===== config.mk =====
export PLATFORM = sky130hd
export DESIGN_NAME = record_sort_descending
export DESIGN_NICKNAME = d
export VERILOG_FILES = /design/src/rtl/core/rsd_pkg.sv /design/src/rtl/core/rsd_engine.sv /design/src/rtl/core/record_sort_descending.sv
export SDC_FILE = /design/constraint.sdc
export NUM_CORES = 2
export LEC_CHECK = 0
export ABC_CLOCK_PERIOD_IN_PS = 11450
export BUFFER_PORTS_ARGS = -buffer_cell sky130_fd_sc_hd__buf_2
export CAP_MARGIN = 20
export CORE_UTILIZATION = 32
export DETAILED_ROUTE_END_ITERATION = 10
export PLACE_DENSITY = 0.55
export SYNTH_ARGS = -nofsm -noshare
export SYNTH_HDL_FRONTEND = slang
export SYNTH_SLANG_ARGS = --single-unit

===== constraint.sdc =====
create_clock -name clk -period 11.45 [get_ports clk]
set_clock_uncertainty 0.05 [all_clocks]
set_input_delay 0.5725 -clock clk [delete_from_list [all_inputs] [get_ports clk]]
set_output_delay 0.5725 -clock clk [all_outputs]
set_load 0.1 [all_outputs]

===== src/rtl/core/rsd_pkg.sv =====
package rsd_pkg;

  localparam int MAX_RECORDS = 32;
  localparam int IDX_W = $clog2(MAX_RECORDS);
  localparam int CNT_W = $clog2(MAX_RECORDS + 1);

  typedef struct packed {
    logic [15:0]        record_id;
    logic signed [15:0] record_score;
    logic               is_final;
  } in_item_t;

  typedef struct packed {
    logic [15:0]        sorted_id;
    logic signed [15:0] sorted_score;
    logic               last_of_run;
    logic               overflowed;
  } out_item_t;

  typedef struct packed {
    logic [15:0]        id;
    logic signed [15:0] score;
  } rec_t;

  typedef struct packed {
    logic      valid;
    out_item_t item;
  } emit_t;

endpackage


===== src/rtl/core/rsd_engine.sv =====
module rsd_engine (
  input  logic              clk,
  input  logic              rst,
  input  rsd_pkg::in_item_t record,
  input  logic              record_valid,
  output logic              record_stall,
  output rsd_pkg::emit_t    emit,
  input  logic              emit_ready
);
  import rsd_pkg::*;

  localparam logic [2:0] ST_IDLE = 3'd0;
  localparam logic [2:0] ST_HEAD = 3'd1;
  localparam logic [2:0] ST_GRAB = 3'd2;
  localparam logic [2:0] ST_SCAN = 3'd3;
  localparam logic [2:0] ST_EMIT = 3'd4;

  rec_t mem [MAX_RECORDS];
  rec_t rdata;

  logic [2:0]       state;
  logic [2:0]       state_next;
  logic [CNT_W-1:0] fill;
  logic             ovf;
  logic [IDX_W-1:0] i;
  logic [IDX_W-1:0] j;
  rec_t             cur;

  logic             accept;
  logic             full;
  logic [CNT_W-1:0] i_plus;
  logic [CNT_W-1:0] j_plus;
  logic             swap;
  logic             is_last;
  logic [IDX_W-1:0] rd_addr;
  logic             wr_en;
  logic [IDX_W-1:0] wr_addr;
  rec_t             wr_data;

  assign record_stall = (state != ST_IDLE);
  assign accept       = record_valid && !record_stall;
  assign full         = (fill == CNT_W'(MAX_RECORDS));
  assign i_plus       = {1'b0, i} + CNT_W'(1);
  assign j_plus       = {1'b0, j} + CNT_W'(1);
  assign swap         = ($signed(cur.score) < $signed(rdata.score));
  assign is_last      = (i_plus == fill);

  always_comb begin
    case (state)
      ST_HEAD: rd_addr = i;
      ST_GRAB: rd_addr = i_plus[IDX_W-1:0];
      ST_SCAN: rd_addr = j_plus[IDX_W-1:0];
      default: rd_addr = i;
    endcase
  end

  always_comb begin
    wr_en   = 1'b0;
    wr_addr = fill[IDX_W-1:0];
    wr_data = '{id: record.record_id, score: record.record_score};
    if (accept && !full) begin
      wr_en = 1'b1;
    end else if (state == ST_SCAN && swap) begin
      wr_en   = 1'b1;
      wr_addr = j;
      wr_data = cur;
    end
  end

  always_ff @(posedge clk) begin
    if (wr_en) begin
      mem[wr_addr] <= wr_data;
    end
    rdata <= mem[rd_addr];
  end

  always_comb begin
    state_next = state;
    case (state)
      ST_IDLE: begin
        if (accept && record.is_final) state_next = ST_HEAD;
      end
      ST_HEAD: state_next = ST_GRAB;
      ST_GRAB: begin
        if (i_plus < fill) state_next = ST_SCAN;
        else state_next = ST_EMIT;
      end
      ST_SCAN: begin
        if (j_plus == fill) state_next = ST_EMIT;
      end
      ST_EMIT: begin
        if (emit_ready) state_next = is_last ? ST_IDLE : ST_HEAD;
      end
      default: state_next = ST_IDLE;
    endcase
  end

  always_ff @(posedge clk) begin
    if (rst) begin
      state <= ST_IDLE;
      fill  <= '0;
      ovf   <= 1'b0;
      i     <= '0;
    end else begin
      state <= state_next;
      if (accept) begin
        if (full) ovf <= 1'b1;
        else fill <= fill + CNT_W'(1);
        if (record.is_final) i <= '0;
      end
      if (state == ST_EMIT && emit_ready) begin
        if (is_last) begin
          fill <= '0;
          ovf  <= 1'b0;
        end else begin
          i <= i_plus[IDX_W-1:0];
        end
      end
    end
  end

  // Hold the running record for position i; trade it on every larger score.
  always_ff @(posedge clk) begin
    if (state == ST_GRAB) begin
      cur <= rdata;
      j   <= i_plus[IDX_W-1:0];
    end else if (state == ST_SCAN) begin
      if (swap) cur <= rdata;
      j <= j_plus[IDX_W-1:0];
    end
  end

  always_comb begin
    emit.valid             = (state == ST_EMIT);
    emit.item.sorted_id    = cur.id;
    emit.item.sorted_score = cur.score;
    emit.item.last_of_run  = is_last;
    emit.item.overflowed   = ovf;
  end

`ifndef NO_ASSERTIONS
  a_fill_bound: assert property (@(posedge clk) disable iff (rst)
    fill <= CNT_W'(MAX_RECORDS))
    else $error("fill count beyond capacity");

  a_scan_range: assert property (@(posedge clk) disable iff (rst)
    state == ST_SCAN |-> (j > i) && (j_plus <= fill))
    else $error("scan index out of range");

  a_emit_nonempty: assert property (@(posedge clk) disable iff (rst)
    emit.valid |-> fill != '0)
    else $error("emit with empty store");

  a_set_cleared: assert property (@(posedge clk) disable iff (rst)
    emit.valid && emit_ready && emit.item.last_of_run |=> fill == '0 && !ovf)
    else $error("store not emptied after last item");
`endif

endmodule


===== src/rtl/core/record_sort_descending.sv =====
// Sorts a set of records (16-bit id, signed 16-bit score) into descending
// score order. Records load one item per cycle, while record_stall is low,
// into a 32-entry store; the item with is_final set closes the set and
// starts the sort. The sort is an exchange sort on one single-port-read
// memory and one comparator, and each position's record is sent out as
// soon as its pass ends. Records that arrive with the store full are
// dropped and every result of that set carries overflowed; the final item
// still starts the sort when it is dropped. Equal scores are never swapped.
// record_stall stays high from the final item until the last result of the
// set has entered the output register. No clearing pass is needed after
// reset.
module record_sort_descending (
  input  logic               clk,
  input  logic               rst,
  input  rsd_pkg::in_item_t  record,
  input  logic               record_valid,
  output logic               record_stall,
  output rsd_pkg::out_item_t result,
  output logic               result_valid,
  input  logic               result_stall
);
  import rsd_pkg::*;

  emit_t emit;
  logic  emit_ready;

  // Load, sort and pick the next result in order.
  rsd_engine u_engine (
    .clk          (clk),
    .rst          (rst),
    .record       (record),
    .record_valid (record_valid),
    .record_stall (record_stall),
    .emit         (emit),
    .emit_ready   (emit_ready)
  );

  // Take a new result whenever the output register is empty or draining.
  assign emit_ready = !result_valid || !result_stall;

  always_ff @(posedge clk) begin
    if (rst) begin
      result_valid <= 1'b0;
    end else if (emit.valid && emit_ready) begin
      result_valid <= 1'b1;
    end else if (!result_stall) begin
      result_valid <= 1'b0;
    end
  end

  // Hold the payload while stalled; advance only when a new item lands.
  always_ff @(posedge clk) begin
    if (emit.valid && emit_ready) begin
      result <= emit.item;
    end
  end

endmodule

### Yosys cells after proc, flatten, opt, wreduce, memory -nomap -nowiden

Memories as Yosys holds them, arrays and structs flattened. A register that Yosys moved wholly into a read port is not among the register bits.
Cells that the tools add are included.
Widths: inputs -> output; s select.

| word-level totals | value |
|---|---|
| flip-flop bits (word level) | 87 |
| memories | 1 |
| memory bits (writable) | 1,024 |
| word-level logic and storage cells | 79 |
| output and inout bits | 36 |

Memory list:

| memory | words | bits a word | rd ports | clocked after memory_dff | write ports | line | text |
|---|---|---|---|---|---|---|---|
| u_engine.mem | 32 | 32 | 1 | 1 | 1 | rsd_engine.sv:18 | `rec_t mem [MAX_RECORDS];` |

| cells by class | value |
|---|---|
| eq/ne operators | 11 |
| reduce and logical (&&, ||, !) cells | 16 |
| add/subtract/negate cells | 3 |
| muxes and demuxes | 34 |
| order comparisons | 2 |

Operators by type and width:

| kind | count |
|---|---|
| $mux 32 | 5 |
| $mux 5 | 8 |
| $mux 6 | 4 |
| $lt 16x16->1 | 1 |
| $pmux 3 s5 | 1 |
| $add 5x1->6 const B | 2 |
| $eq 6x6->1 | 2 |
| $mux 3 | 4 |
| $mux 1 | 11 |
| $pmux 5 s2 | 1 |
| $add 6x1->6 const B | 1 |
| $eq 3x2->1 const B | 2 |
| $eq 6x6->1 const B | 1 |
| $lt 6x6->1 | 1 |
| $ne 2x1->1 const B | 3 |
| $logic_and 1x1->1 | 5 |
| $logic_not 1->1 | 4 |
| $reduce_bool 2->1 | 2 |
| $eq 3x1->1 const B | 1 |
| $eq 3x3->1 const B | 1 |
| $logic_not 3->1 | 1 |
| $reduce_and 3->1 | 1 |
| $reduce_bool 3->1 | 1 |
| $ne 2x2->1 const B | 1 |
| other kinds (2) | 2 |

### Depth between registers and ports, before layout

| logic depth | value |
|---|---|
| depth after elaboration | 7 |
| gate-level depth with buffers | 13 |

### Modules after synthesis

A second synthesis with hierarchy kept.

| second synthesis, totals | value |
|---|---|
| cell total of the unflattened synthesis | 2,921 |
| area, all modules | 46,135.5 µm² |

By module, submodules not included:

| module | times used | area each (µm²) | cells an instance |
|---|---|---|---|
| rsd_engine | 1 | 45,075.7 | 2,882 |
| record_sort_descending | 1 | 1,059.8 | 39 |

### Worst setup path before layout

Ideal clock, no wire load.

| timing path | value |
|---|---|
| path kind | register -> register |
| start point | register u_engine.cur (netlist bit u_engine.emit[17]) |
| end point | memory u_engine.mem[24][0] (netlist name) (enable) |
| arrival | 4,669 ps |
| clock period less this slack | 5,189 ps |
| cell stages (with the launch flop) | 9 |
| library setup time | 470 ps |
| setup slack | 6,261 ps |
| data required time | 10,930 ps |
| path through | edfxtp_1 ha_1 and4_1 nand4_1 o41ai_1 a211oi_2 mux2i_1 or4b_4 o31ai_1 |

| between the ends | value |
|---|---|
| cells in the longest elaborated chain, start to end | 6 |

RTL lines:

| item | line | text |
|---|---|---|
| start, declared | rsd_engine.sv:27 | `rec_t cur;` |
| start signal, assigned | rsd_engine.sv:125 | `cur <= rdata;` |
| start signal, assigned | rsd_engine.sv:128 | `if (swap) cur <= rdata;` |
| $lt 16x16->1 * | rsd_engine.sv:45 | `assign swap = ($signed(cur.score) < $signed(rdata.score));` |
| $logic_and 1x1->1 * | rsd_engine.sv:63 | `end else if (state == ST_SCAN && swap) begin` |
| $mux 1 | rsd_engine.sv:63 |  |
| $mux 1 | rsd_engine.sv:61 | `if (accept && !full) begin` |
| $mux 1 | rsd_engine.sv:71 | `if (wr_en) begin` |
| $mux 1 (not written as such) | rsd_engine.sv:72 | `mem[wr_addr] <= wr_data;` |
| end, declared | rsd_engine.sv:18 |  |

Every way passes the cells marked *; elsewhere a longest branch is shown, timed or not.

### Final worst setup path

| timing path | value |
|---|---|
| start point | register u_engine.j[0] |
| end point | register, netlist name u_engine.rdata[3] |

| between the ends | value |
|---|---|
| cells in the longest elaborated chain, start to end | 2 |

RTL lines:

| item | line | text |
|---|---|---|
| start, declared | rsd_engine.sv:26 | `logic [IDX_W-1:0] j;` |
| start signal, assigned | rsd_engine.sv:126 | `j <= i_plus[IDX_W-1:0];` |
| start signal, assigned | rsd_engine.sv:129 | `j <= j_plus[IDX_W-1:0];` |
| $add 5x1->6 | rsd_engine.sv:44 | `assign j_plus = {1'b0, j} + CNT_W'(1);` |
| $pmux 5 s2 | rsd_engine.sv:49 | `case (state)` |

Every way passes these cells.
A chain may end at the register's enable or synchronous reset.

==> parameters.txt <==
Parameter                              Value

Status
  Run status ... completed

Critical path
  Startpoint type of the worst setup path ... flop
  Crit path capture type ... flop
  Type of the worst setup path ... reg -> reg
  Data arrival time of the critical path ... 5.85 ns
  Largest fanout on the critical path ... 175
  Slowest cell on the critical path ... sky130_fd_sc_hd__buf_4
  Critical Path, Cell by Cell ... ha_1, mux2_2, mux2_8, buf_12, buf_4, nand2_1, a311o_1, a32oi_1, nor3b_1
  Worst path max stage delay ... 0.95 ns
  Critical path data required time ... 11.88 ns

Drt
  Post-detailed-route via-to-cell ratio ... 5.18
  Post-DRT Antenna Nets ... 0
  1st-pass router iterations ... 8
  Remaining design rule violation count ... 0
  Per-cell routed wire length ... 24.3 microns
  Via count ... 26389
  Violation count after the first detailed-routing iteration ... 2817
  Final wirelength ... 124000 microns

Run
  Number of max-cap violations ... 0

Die
  Core area ... 142000 sq um
  Effective utilization at floorplan ... 32.4%
  Boundary Pins ... 73
  DIE WIDTH ... 382 microns
  Full die area ... 146000 sq um
  Number of rows created at floorplan ... 138
  Die Ht ... 382 microns

STA
  Slew of the pin with the lowest slew margin ... 1.17 ns
  Hold Violations, Final ... 0
  Number of slew-limit violations in the final report ... 0
  Timing-limited maximum frequency ... 185 MHz
  Final setup violation count ... 0
  Post-route setup TNS ... 0 ns
  Setup repair after global routing missed its margin ... no
  Final cycle utilization of the critical path ... 47.3%
  Period minus WS final ... 5.42 ns
  Max-slew headroom at the worst pin ... 21.9%

Clock tree
  CTS clk-pin slew, worst paths ... 0.06 ns
  Cts-stage hold buffer count ... 0
  CTS Root Cell ... sky130_fd_sc_hd__clkbuf_16
  Number of levels the H-tree was split into ... 3
  Cts bufs inserted ... 113
  Clock tree from TritonCTS ... built
  Number of sinks on the clock net ... 1143
  Setup fix buffers added after clock tree synthesis ... 0
  Deepest clock path buffer count ... 3
  Cts repair resizes ... 0
  Clock latency at the later pin of the worst-skew pair ... 0.70 ns

Placement
  Port-buffer cells ... 72
  Gpl congestion ... 0.759
  HPWL after DPL ... 57300 microns
  Post-place instance area ... 48800 sq um

Synth
  Gate count of the mapped netlist ... 3061
  Asr flop ratio synth ... 0%
  Post-synthesis instance area ... 46100 sq um
  Top flip-flop cell by instance count after synthesis ... sky130_fd_sc_hd__edfxtp_1
  Sequential-to-total area share from yosys stat ... 73.4%
  Mean Syn Cell Area ... 15.1 sq um
  Yosys reg bits ... 1143
  Number of enable flip-flop cells after synthesis ... 1095
  Number of distinct standard cells referenced by the synthesized netlist ... 59
  Count of synthesis-stage warnings from yosys ... 0
  Net count after synthesis ... 3123

Global route
  All-layer global routing usage ... 16.6%
  Global-route wire length before repair ... 178000 microns
  Aggregate global routing overflow ... 0
  Number of antenna violations at the first check in global routing ... 7
  Number of global-route vias before repair ... 25465
  Maximum number of pins on one net before global-route repair ... 176

Pwr
  Max VDD drop ... 0.141 mV
  Leakage power figure ... 0.0167 uW
  P per Cell Area ... 190 nW/um^2
  Power, Total ... 9930 uW

Finish
  Layout cells sized above 1 ... 12.0%
  Area added between synthesis and finish ... 13.6%
  Share of the core filled with cells ... 36.8%
  Area of all placed cells without fillers ... 52400 sq um
  Count of nets after finishing ... 3167

Hold path
  Type of the tightest min-delay check ... in -> reg
## area by class of cell
class                   count  area (sq um)
clock buffers             158          3120
multi-input cells        1682         11600
diodes                      3          7.51
clock inverters            56           423
fillers                 13409         89900
inverters                  30           113
flip-flops and latches   1143         33800
well taps                1890          2360
repair buffers            135           871
## worst paths after layout
| check | endpoint | startpoint | cells past startpoint | slack [ns] |
|---|---|---|---|---|
| max | u_engine.rdata[3] | u_engine.j[0] | 9 | 6.03 |
| min | u_engine.i[0] | rst | 2 | 0.14 |
| max reg2reg | u_engine.rdata[3] | u_engine.j[0] | 9 | 6.03 |
| min reg2reg | u_engine.emit[26] | u_engine.rdata[24] | 0 | 0.35 |
## synth_stat cells (all sizes together), types with 15 or more instances
| master | instances | area (sq um) |
|---|---|---|
| a311oi | 65 | 569 |
| nor2 | 39 | 146 |
| nand3 | 42 | 210 |
| edfxtp | 1095 | 32900 |
| o211ai | 32 | 240 |
| a32oi | 32 | 280 |
| inv | 28 | 105 |
| a21oi | 43 | 223 |
| a211oi | 230 | 1730 |
| nor3b | 32 | 270 |
| nor3 | 15 | 75.1 |
| buf | 112 | 678 |
| dfxtp | 48 | 961 |
| mux2i | 230 | 2310 |
| a311o | 32 | 320 |
| mux2 | 36 | 405 |
| ha | 25 | 313 |
| clkbuf | 94 | 353 |
| nand2 | 520 | 1950 |
| a31oi | 66 | 413 |
| and2 | 163 | 1020 |
## cell usage in the layout, fill, tap and decap left out, drive strengths merged, types with 36 or more instances in the layout
cell	instances
nand3	42
a211oi	230
mux2i	230
buf	134
clkbuf	159
a311oi	65
nand2	520
dfxtp	48
a21oi	43
mux2	36
nor2	39
clkinv	47
edfxtp	1095
and2	163
a31oi	66
## metal layers
metal | vias to the layer above | global-route usage (%) | part of all wire, %
met5 | - | 0 | 0.015
met4 | 4 | 4.11 | 2.2
met3 | 181 | 2.19 | 6.1
met2 | 844 | 26.1 | 46
met1 | 13466 | 24.2 | 46
li1 | 11894 | - | -
## cells by family (layout without fill, tap and decap cells)
kind of cell	count (synthesis)	count (layout)	share of synthesized area [%]
AO/OA/AOI/OAI	535	535	8.84
XOR/XNOR	12	12	0.228
adder cells (fa/ha/maj)	25	25	0.678
buffers and inverters	236	379	2.48
flip-flops	1143	1143	73.4
multiplexers	266	266	5.90
other	0	3	0
AND/OR/NAND/NOR	844	844	8.48
## registers in the layout, indices dropped and copies added, names as in the netlist
| name | count |
|---|---|
| u_engine.mem | 1024 |
| u_engine.fill | 6 |
| result | 34 |
| u_engine.state | 3 |
| u_engine.emit | 32 |
| result_valid | 1 |
| u_engine.rdata | 32 |
| u_engine.j | 5 |
| u_engine.ovf | 1 |
| u_engine.i | 5 |
## through the flow
stage / hold slack, ns / std cells / worst slack (ns)
6_report: 0.144 / 5097 / 6.03
5_1_grt: 0.130 / 5095 / 5.88
4_1_cts: 0.103 / 5093 / 6.13
3_5_place_dp: 0.340 / 4879 / 6.18
3_3_place_gp: 0.336 / 4879 / 6.26
2_1_floorplan: 0.336 / 3061 / 6.26
## power by group
part	switching (uW)	total (uW)	internal (uW)
sequential	90.2	4920	4830
combinational	973	1430	461
clock	1570	3580	2010
## worst max-delay path, delay by kind of cell (launching register included)
family,cells,cell delay [ns]
buffers and inverters,2,1.62
and+or+nand+nor,2,1.02
DFF,1,0.61
AOI/OAI and AO/OA,2,0.60
muxes,2,0.59
adders and majority gates,1,0.44
No activity file was read; power rests on OpenSTA's default activity.
